[src/rtl/cdt_pkg.sv]
// Shared types and codes for the countdown timer slot table.
// Holds the action and status codes and the packed beat structs; no dependencies.
package cdt_pkg;

  localparam int unsigned KeyW    = 32;
  localparam int unsigned CountW  = 32;
  localparam int unsigned PeriodW = 10;
  localparam int unsigned DivW    = CountW + 1;  // dividend width after rounding add
  localparam int unsigned DivCntW = 6;           // holds DivW - 1

  typedef enum logic [1:0] {
    ACT_TICK  = 2'd0,
    ACT_OPEN  = 2'd1,
    ACT_CLOSE = 2'd2,
    ACT_READ  = 2'd3
  } action_e;

  typedef enum logic [1:0] {
    STS_OK       = 2'd0,
    STS_NULL_KEY = 2'd1,
    STS_NO_SLOT  = 2'd2,
    STS_RSVD     = 2'd3
  } status_e;

  typedef enum logic [0:0] {
    REG_TIMERS_ENABLED = 1'b0,
    REG_TICK_PERIOD_MS = 1'b1
  } reg_idx_e;

  typedef struct packed {
    action_e             action;
    logic [KeyW-1:0]     timer_key;
    logic [CountW-1:0]   duration_ms;
  } in_beat_t;

  typedef struct packed {
    status_e             status;
    logic [CountW-1:0]   remaining_ticks;
  } out_beat_t;

endpackage

[src/rtl/countdown_timer_slot_table_core.sv]
// Countdown timer slot table: slot registers, a bit-serial divider for the
// ms-to-tick conversion and a slot walker that visits one slot per cycle.
// Depends on cdt_pkg.
//
// Items that skip the walk go from ST_IDLE straight to ST_DONE; tick, close
// and read walk the slots in ST_SCAN, and open first runs the divider in ST_DIV
// (one quotient bit per cycle). Read and a reloading open stop at the first match.
// Only one item is in flight; the next beat can be taken while the previous
// result still waits in the output register. Reset clears
// every live bit and loads timers_enabled = 1 and tick_period_ms = 10.
module countdown_timer_slot_table_core #(
  parameter int unsigned SLOT_COUNT = 20
) (
  input  logic               clk_i,
  input  logic               rst_ni,
  input  logic               in_valid_i,
  output logic               in_ready_o,
  input  cdt_pkg::in_beat_t  in_data_i,
  output logic               out_valid_o,
  input  logic               out_ready_i,
  output cdt_pkg::out_beat_t out_data_o,
  input  logic               cfg_we_i,
  input  logic               cfg_idx_i,
  input  logic [cdt_pkg::PeriodW-1:0] cfg_data_i
);
  import cdt_pkg::*;

  localparam int unsigned IdxW = (SLOT_COUNT > 1) ? $clog2(SLOT_COUNT) : 1;
  localparam logic [IdxW-1:0] LastIdx = IdxW'(SLOT_COUNT - 1);

  typedef enum logic [3:0] {
    ST_IDLE = 4'b0001,
    ST_DIV  = 4'b0010,
    ST_SCAN = 4'b0100,
    ST_DONE = 4'b1000
  } state_e;

  state_e                state_q, state_d;
  logic                  enabled_q;
  logic [PeriodW-1:0]    period_q;

  action_e               act_q, act_d;
  logic [KeyW-1:0]       key_q, key_d;
  status_e               sts_q, sts_d;
  logic [CountW-1:0]     rem_q, rem_d;
  logic [IdxW-1:0]       idx_q, idx_d;
  logic [IdxW-1:0]       free_q, free_d;
  logic                  found_q, found_d;
  logic [DivW-1:0]       num_q, num_d;
  logic [PeriodW-1:0]    div_rem_q, div_rem_d;
  logic [DivCntW-1:0]    div_cnt_q, div_cnt_d;
  logic                  out_valid_q, out_valid_d;
  out_beat_t             out_data_q, out_data_d;

  logic [SLOT_COUNT-1:0] live_q;
  logic [KeyW-1:0]       key_mem [SLOT_COUNT];
  logic [CountW-1:0]     cnt_mem [SLOT_COUNT];
  logic [KeyW-1:0]       rd_key_q;
  logic [CountW-1:0]     rd_cnt_q;

  logic                  key_we, cnt_we, live_set, live_clr;
  logic [IdxW-1:0]       widx;
  logic [CountW-1:0]     cnt_wd;

  logic [PeriodW-1:0]    per_eff;
  logic [PeriodW:0]      trial;
  logic                  trial_ge;
  logic [CountW-1:0]     ticks;
  logic                  cur_live, cur_match, is_last;
  logic [KeyW-1:0]       cur_key;
  logic [CountW-1:0]     cur_cnt;

  assign per_eff   = (period_q == '0) ? PeriodW'(1) : period_q;
  assign trial     = {div_rem_q, num_q[DivW-1]};
  assign trial_ge  = trial >= {1'b0, per_eff};
  // Saturate the quotient; only reachable in principle, keeps the count bounded.
  assign ticks     = num_q[DivW-1] ? '1 : num_q[CountW-1:0];

  // Slot key and count are registered ahead, read at the next walk index.
  assign cur_live  = live_q[idx_q];
  assign cur_key   = rd_key_q;
  assign cur_cnt   = rd_cnt_q;
  assign cur_match = cur_live && (cur_key == key_q);
  assign is_last   = (idx_q == LastIdx);

  assign in_ready_o  = (state_q == ST_IDLE);
  assign out_valid_o = out_valid_q;
  assign out_data_o  = out_data_q;

  always_comb begin
    state_d     = state_q;
    act_d       = act_q;
    key_d       = key_q;
    sts_d       = sts_q;
    rem_d       = rem_q;
    idx_d       = idx_q;
    free_d      = free_q;
    found_d     = found_q;
    num_d       = num_q;
    div_rem_d   = div_rem_q;
    div_cnt_d   = div_cnt_q;
    out_valid_d = out_valid_q;
    out_data_d  = out_data_q;
    key_we      = 1'b0;
    cnt_we      = 1'b0;
    live_set    = 1'b0;
    live_clr    = 1'b0;
    widx        = idx_q;
    cnt_wd      = ticks;

    if (out_ready_i) begin
      out_valid_d = 1'b0;
    end

    case (state_q)
      ST_IDLE: begin
        if (in_valid_i) begin
          act_d     = in_data_i.action;
          key_d     = in_data_i.timer_key;
          sts_d     = STS_OK;
          rem_d     = '0;
          idx_d     = '0;
          found_d   = 1'b0;
          div_rem_d = '0;
          div_cnt_d = '0;
          // Round up: dividend = duration + period - 1.
          num_d     = DivW'(in_data_i.duration_ms) + DivW'(per_eff) - DivW'(1);
          case (in_data_i.action)
            ACT_TICK: begin
              state_d = enabled_q ? ST_SCAN : ST_DONE;
            end
            ACT_OPEN: begin
              if (in_data_i.timer_key == '0) begin
                sts_d   = STS_NULL_KEY;
                state_d = ST_DONE;
              end else if (in_data_i.duration_ms == '0) begin
                state_d = ST_DONE;
              end else begin
                state_d = ST_DIV;
              end
            end
            default: begin
              state_d = (in_data_i.timer_key == '0) ? ST_DONE : ST_SCAN;
            end
          endcase
        end
      end

      ST_DIV: begin
        // Restoring division, one quotient bit per cycle.
        div_rem_d = trial_ge ? PeriodW'(trial - {1'b0, per_eff}) : trial[PeriodW-1:0];
        num_d     = {num_q[DivW-2:0], trial_ge};
        div_cnt_d = div_cnt_q + DivCntW'(1);
        if (div_cnt_q == DivCntW'(DivW - 1)) begin
          state_d = ST_SCAN;
        end
      end

      ST_SCAN: begin
        if (is_last) begin
          state_d = ST_DONE;
        end else begin
          idx_d = idx_q + IdxW'(1);
        end
        case (act_q)
          ACT_TICK: begin
            if (cur_live) begin
              cnt_we = 1'b1;
              cnt_wd = cur_cnt - CountW'(1);
              if (cur_cnt == CountW'(1)) begin
                live_clr = 1'b1;
              end
            end
          end
          ACT_OPEN: begin
            if (cur_match) begin
              cnt_we  = 1'b1;
              rem_d   = ticks;
              state_d = ST_DONE;
            end else begin
              if (!cur_live) begin
                free_d  = idx_q;
                found_d = 1'b1;
              end
              if (is_last) begin
                // Claim the highest free slot seen, this one included.
                if (!cur_live || found_q) begin
                  widx     = cur_live ? free_q : idx_q;
                  live_set = 1'b1;
                  key_we   = 1'b1;
                  cnt_we   = 1'b1;
                  rem_d    = ticks;
                end else begin
                  sts_d = STS_NO_SLOT;
                end
              end
            end
          end
          ACT_CLOSE: begin
            if (cur_match) begin
              live_clr = 1'b1;
            end
          end
          default: begin
            if (cur_match) begin
              rem_d   = cur_cnt;
              state_d = ST_DONE;
            end
          end
        endcase
      end

      ST_DONE: begin
        // Hold until the output register is free or drains this cycle.
        if (!out_valid_q || out_ready_i) begin
          out_valid_d                = 1'b1;
          out_data_d.status          = sts_q;
          out_data_d.remaining_ticks = rem_q;
          state_d                    = ST_IDLE;
        end
      end

      default: begin
        state_d = ST_IDLE;
      end
    endcase
  end

  always_ff @(posedge clk_i or negedge rst_ni) begin
    if (!rst_ni) begin
      state_q     <= ST_IDLE;
      out_valid_q <= 1'b0;
      enabled_q   <= 1'b1;
      period_q    <= PeriodW'(10);
      live_q      <= '0;
    end else begin
      state_q     <= state_d;
      out_valid_q <= out_valid_d;
      if (cfg_we_i) begin
        case (reg_idx_e'(cfg_idx_i))
          REG_TIMERS_ENABLED: enabled_q <= cfg_data_i[0];
          REG_TICK_PERIOD_MS: period_q  <= cfg_data_i;
          default:            period_q  <= period_q;
        endcase
      end
      if (live_set) begin
        live_q[widx] <= 1'b1;
      end
      if (live_clr) begin
        live_q[widx] <= 1'b0;
      end
    end
  end

  always_ff @(posedge clk_i) begin
    act_q      <= act_d;
    key_q      <= key_d;
    sts_q      <= sts_d;
    rem_q      <= rem_d;
    idx_q      <= idx_d;
    free_q     <= free_d;
    found_q    <= found_d;
    num_q      <= num_d;
    div_rem_q  <= div_rem_d;
    div_cnt_q  <= div_cnt_d;
    out_data_q <= out_data_d;
    rd_key_q   <= key_mem[idx_d];
    rd_cnt_q   <= cnt_mem[idx_d];
    if (key_we) begin
      key_mem[widx] <= key_q;
    end
    if (cnt_we) begin
      cnt_mem[widx] <= cnt_wd;
    end
  end

endmodule

[config.mk]
export PLATFORM = sky130hd
export DESIGN_NAME = countdown_timer_slot_table_core
export DESIGN_NICKNAME = d
export VERILOG_FILES = /design/src/rtl/cdt_pkg.sv /design/src/rtl/countdown_timer_slot_table_core.sv
export SDC_FILE = /design/constraint.sdc
export NUM_CORES = 2
export LEC_CHECK = 0
export BUFFER_PORTS_ARGS = -buffer_cell sky130_fd_sc_hd__buf_4
export CAP_MARGIN = 20
export CORE_ASPECT_RATIO = 0.9
export CORE_MARGIN = 2
export CORE_UTILIZATION = 40
export DETAILED_ROUTE_END_ITERATION = 10
export SYNTH_ARGS = -nofsm -noshare
export SYNTH_HDL_FRONTEND = slang
export SYNTH_SLANG_ARGS = --single-unit
[constraint.sdc]
create_clock -name clk_i -period 13.9 [get_ports clk_i]
set_input_delay 0.695 -clock clk_i [delete_from_list [all_inputs] [get_ports clk_i]]
set_output_delay 0.695 -clock clk_i [all_outputs]
set_load 0.01 [all_outputs]
# Word-level counts from Yosys, hierarchy flattened
# Memory sizes are Yosys's and may differ from the RTL's. A register that Yosys moved wholly into a read port is not among the register bits.
# Index checks and enable logic that the tools add are counted.
[totals]
elab_cells = 161
in_bits = 82
memories = 2
mem_bits_rw = 1280
out_inout_bits = 36
reg_bits = 198
[op_classes]
n_mux = 80
eq_ne = 23
bitwise_logic = 5
n_reduce_logical = 24
magnitude_cmp = 4
add_sub_neg = 6
[mem_list]
columns = ["name", "depth", "word_bits", "read_ports", "rd_clocked_by_memory_dff", "write_ports", "line", "source"]
rows = [
  ["cnt_mem", 20, 32, 1, 1, 1, "countdown_timer_slot_table_core.sv:57", "logic [CountW-1:0] cnt_mem [SLOT_COUNT];"],
  ["key_mem", 20, 32, 1, 1, 1, "countdown_timer_slot_table_core.sv:56", "logic [KeyW-1:0] key_mem [SLOT_COUNT];"],
]
[ops]
columns = ["operator", "n"]
rows = [
  ["$mux W32", 9],
  ["$pmux W32 S2", 2],
  ["$pmux W33 S2", 1],
  ["$logic_not A32 Y1", 2],
  ["$mux W20", 2],
  ["$mux W4", 10],
  ["$mux W5", 8],
  ["$add A32 B10 Y33", 1],
  ["$mux W33", 1],
  ["$sub A33 B1 Y33 const B", 1],
  ["$eq A32 B1 Y1 const B", 1],
  ["$eq A32 B32 Y1", 1],
  ["$sub A32 B1 Y32 const B", 1],
  ["$mux W10", 3],
  ["$mux W1", 27],
  ["$and A20 B20 Y20", 1],
  ["$not A20 Y20", 1],
  ["$or A20 B20 Y20", 1],
  ["$pmux W10 S2", 1],
  ["$ne A2 B2 Y1 const B", 9],
  ["$pmux W4 S4", 1],
  ["$lt A5 B6 Y1 const B", 2],
  ["$pmux W6 S2", 1],
  ["$reduce_and A6 Y1", 2],
  ["33 further kinds", 53],
]

# Logic depth before layout (Yosys ltp)
[logic_depth]
word_depth = 17
ltp_mapped = 16

# Worst setup path after synthesis
# OpenSTA, ideal clock, no wires.
[synth_timing]
path_type = "register to register"
startpoint = "register key_q[7]"
endpoint = "memory cnt_mem[10][0], enable pin"
setup_slack_ns = 8.916
synth_period_minus_slack_ns = 4.984
required_time_ns = 13.439
t_arrival_ns = 4.523
stages_incl_launch_ff = 10
cell_sequence = "edfxtp_1 -> xor2_1 -> nor4_1 -> nand4_1 -> o21ai_0 -> nor3_4 -> a21oi_2 -> nand2_1 -> buf_2 -> nor3_1"
[synth_via]
elab_chain_cells = 7
elab_cells_between_ends = 10
[synth_lines]
columns = ["item", "line", "source"]
rows = [
  ["from (decl)", "countdown_timer_slot_table_core.sv:43", "logic [KeyW-1:0] key_q, key_d;"],
  ["from (signal assigned)", "countdown_timer_slot_table_core.sv:257", "key_q <= key_d;"],
  ["$eq A32 B32 Y1 *", "countdown_timer_slot_table_core.sv:83", "assign cur_match = cur_live && (cur_key == key_q);"],
  ["$logic_and A1 B1 Y1 *", "countdown_timer_slot_table_core.sv:83", ""],
  ["$mux W1", "countdown_timer_slot_table_core.sv:176", "if (cur_match) begin"],
  ["$pmux W1 S2", "countdown_timer_slot_table_core.sv:165", "case (act_q)"],
  ["$mux W1", "countdown_timer_slot_table_core.sv:115", "case (state_q)"],
  ["$mux W1", "countdown_timer_slot_table_core.sv:272", "if (cnt_we) begin"],
  ["$mux W1 (not written as such)", "countdown_timer_slot_table_core.sv:273", "cnt_mem[widx] <= cnt_wd;"],
  ["to (decl)", "countdown_timer_slot_table_core.sv:57", ""],
]
# Every way passes the cells marked *; elsewhere a longest branch is shown, timed or not.

# Final worst setup path
[layout_timing]
startpoint = "register idx_q[0]"
endpoint = "register rd_key_q[10], in the netlist cur_key[10], read port of key_mem"
[layout_via]
elab_chain_cells = 3
elab_cells_between_ends = 5
[layout_lines]
columns = ["item", "line", "source"]
rows = [
  ["from (decl)", "countdown_timer_slot_table_core.sv:46", "logic [IdxW-1:0] idx_q, idx_d;"],
  ["from (signal assigned)", "countdown_timer_slot_table_core.sv:260", "idx_q <= idx_d;"],
  ["$add A5 B1 Y5 / $eq A5 B5 Y1 (equally long branches)", "countdown_timer_slot_table_core.sv:163, countdown_timer_slot_table_core.sv:84", ""],
  ["$mux W5", "countdown_timer_slot_table_core.sv:160", "if (is_last) begin"],
  ["$pmux W5 S2 *", "countdown_timer_slot_table_core.sv:115", ""],
  ["to (decl)", "countdown_timer_slot_table_core.sv:58", "logic [KeyW-1:0] rd_key_q;"],
]
# Marks and branches as above.
# A chain may end at the register's enable or synchronous reset.

==> impl_metrics.yaml <==
placement:
  place_ws_ns: 8.319
  numPortBuffers: 117
  dpl.hpwl_um: 86340
  gp_congestion: 0.8324
worst_setup_path:
  r2r_slack_ns: 8.39
  slowest_delay_ns: 0.93
  cp_slowest_cell: "dfxtp_1"
  required_ns: 14.57
  crit_family: "buffers and inverters"
  cp_common_cell: "buf_4"
  crit_fanout: 159
  critPathKind: "reg2reg"
  path_buf_inv: 3
  startpoint_type: "register"
  crit_chain: "ha_1 -> or4bb_1 -> nor2_1 -> o21ai_1 -> and2_4 -> inv_16 -> buf_4 -> buf_4 -> nand2_1 -> and3_1 -> a311oi_1 -> a31oi_1 -> o221ai_1"
  end_kind: "register"
  arrival_ns: 6.17
drt:
  routed_wl_um: 166500
  vias_per_cell: 5.527
  drcViolationCount: 0
  ant_nets: 0
  vias: 39120
  wire_per_inst_um: 23.53
  drt_iter0_drc: 4533
  firstDrtPassIters: 6
clock_tree:
  cts_made_buffers: 152
  clk_pin_slew_worst_paths_ns: 0.06
  postCtsSetupRepairBufs: 0
  root_buffer: "clkbuf_16"
  cts_sinks: 1542
  htree_levels: 4
  cts_tree: "built"
  clk_path_buf_depth: 3
  cts_resized: 0
  worstSkewPairLatency_ns: 0.78
sta:
  finalSetupViolCount: 0
  tightestPinTransition_ns: 1.178
  fin_ws_ns: 8.394
  fmaxAchievable_mhz: 181.6
  fin_crit_ns: 5.506
  hold_viol_final: 0
  slew_headroom_pct: 21.20
  rsz0062_at_grt: "no"
  holdWs_ns: 0.1079
  slew_violations: 0
  tns_ns: 0
  finClkSkew_ns: 0.02405
  post-route-period-util_pct: 39.61
yosys:
  synth_top_area_share_pct: 68.50
  synth_edf_count: 1437
  async_flop_share_pct: 2.335
  yosysWarningCount: 0
  synth_mux_area_share_pct: 2.775
  synthSimpleGateAreaFrac_pct: 14.21
  synthAdderAreaFrac_pct: 1.394
  syn-instance-count: 4740
  synth_seq_cells: 1542
  synth-xor-area-share_pct: 1.293
  synthTopCellsByArea: "edfxtp_1 69%, nand2_1 7.4%, nand3_1 3.7%"
  synth_cell_type_count: 87
  syn_nets: 4891
  syn-mean-instance-area_um2: 13.29
  post-synth-top-area-cell: "edfxtp_1"
  synth_compound_area_share_pct: 5.605
  synth_top_family_by_area: "simple AND/OR/NAND/NOR gates"
  yosysSeqAreaShare_pct: 72.13
  synth_area_um2: 62990
  synth_ff_type: "edfxtp_1"
floorplanning:
  fp.dieW_um: 422.3
  coreArea_um2: 156800
  fp.dieArea_um2: 160700
  die_h_um: 380.5
  rows: 138
  start_util_pct: 40.18
  io_pins: 118
global_routing:
  grt_pass1_wl_um: 245600
  grt_pass1_vias: 37300
  grt_antenna_before_repair: 0
  grt_max_degree: 185
  track_usage_pct: 20.31
  overflow: 0
finish:
  final_common_cell: "edfxtp_1"
  syn2layout_area_growth_pct: 13.67
  final_nets: 4998
  final_cell_mix: "1,437 x edfxtp_1, 1,245 x nand2_1, 467 x nand3_1"
  n_fill_cell: 14020
  diodes: 0
  final_core_util_pct: 45.67
  drive_gt1_share_pct: 12.39
pwr:
  peakVddDrop_v: 0.0001660
  leakage_nw: 24.26
  p_total_mw: 11.83
  p_per_area_nw_per_um2: 165.2
status:
  status: "finished, final reports clean"
run:
  drv_cap: 0
min_path:
  min_path_type: "in2reg"
-- flip-flops by register name, indices dropped and copies added, names as in the netlist, 2 cells and up --
signal / count
key_q: 32
cur_key: 32
num_q: 33
rem_q: 32
sts_q: 2
period_q: 10
idx_q: 5
state_q: 4
free_q: 5
cur_cnt: 32
cnt_mem: 640
act_q: 2
key_mem: 640
div_rem_q: 10
div_cnt_q: 6
out_data_o: 34
live_q: 20
-- worst reg2reg max path: stages (launching register included) --
cell and delay (ns):
dfxtp_1 0.93, ha_1 0.38, or4bb_1 0.59, nor2_1 0.16, o21ai_1 0.09, and2_4 0.35
inv_16 0.40, buf_4 0.75, buf_4 0.77, nand2_1 0.12, and3_1 0.20, a311oi_1 0.24
a31oi_1 0.09, o221ai_1 0.33
-- routing by layer --
layer  GRT usage, %  up-vias  wire [um]
met3          3.385      225      12630
met4          5.212        0       3592
met5              0        -          0
met1          29.72    19750      73550
met2          31.52     1475      76780
li1               -    17670          -
-- cells by family (layout without fill, tap and decap cells) --
family,after synthesis,in the layout
AO/OA/AOI/OAI,525,525
XOR/XNOR,93,93
adder cells (fa/ha/maj),69,69
buffers and inverters,365,603
flip-flops,1542,1542
multiplexers,88,88
AND/OR/NAND/NOR,2058,2058
-- final timing paths --
check                              start  depth (start not counted)              to
hold reg to reg                rem_q[25]                          0  out_data_o[25]
min in group asynchronous         rst_ni                          2     period_q[4]
max in group asynchronous         rst_ni                          2      state_q[0]
setup reg to reg                idx_q[0]                         13     cur_key[10]
setup / recovery                idx_q[0]                         13     cur_key[10]
hold / removal             in_data_i[54]                          1       key_q[22]
-- metrics by stage --
stage / instance area, um^2 / std cells
3_3_place_gp: 66380 / 6782
6_report: 71600 / 7078
5_1_grt: 71600 / 7078
4_1_cts: 71530 / 7073
3_5_place_dp: 66420 / 6787
2_1_floorplan: 62990 / 4740
-- Yosys cell counts (5+ instances only) --
master and count:
or4_1 6, nor4_1 27, inv_1 91, xnor2_1 42, edfxtp_1 1437, a21o_1 13
ha_1 67, dfxtp_1 69, a21boi_0 5, buf_2 81, nand4_1 9, nor2_1 96
o221ai_1 65, and3_1 68, a211oi_1 5, nor3_1 61, a31oi_1 73, clkbuf_1 141
a221oi_1 5, or3_1 5, dfrtp_1 32, mux4_2 64, nand3_1 467, or2_2 10
o21bai_1 12, buf_1 14, o22a_1 17, nand2b_1 17, a311oi_1 64, nand2_1 1246
a21oi_1 140, mux2i_1 7, xor2_1 51, nor2b_1 15, mux2_2 14, and2_1 6
o21ai_0 83, buf_4 29
-- layout make-up --
cell class | instances | area, um^2 | area share [%]
Sequential cell | 1542 | 45440 | 63.46
Multi-Input combinational cell | 2833 | 16300 | 22.77
Clock buffer | 220 | 4378 | 6.114
Tap cell | 2100 | 2628 | 3.670
Timing Repair Buffer | 223 | 1749 | 2.443
Clock inverter | 65 | 719.4 | 1.005
Inverter | 95 | 386.6 | 0.5400
-- timing repair --
| action | CTS | global route |
|---|---|---|
| endpoints found under the setup margin | 0 | 0 |
| endpoints found under the hold margin | 32 | 0 |
| hold buffers | 1 | 0 |
-- power breakdown --
group	switching [mW]	internal, mW
registers	0.292	5.60
clock network	1.73	2.45
logic	1.17	0.581
Power figures use the tool's default switching activity.
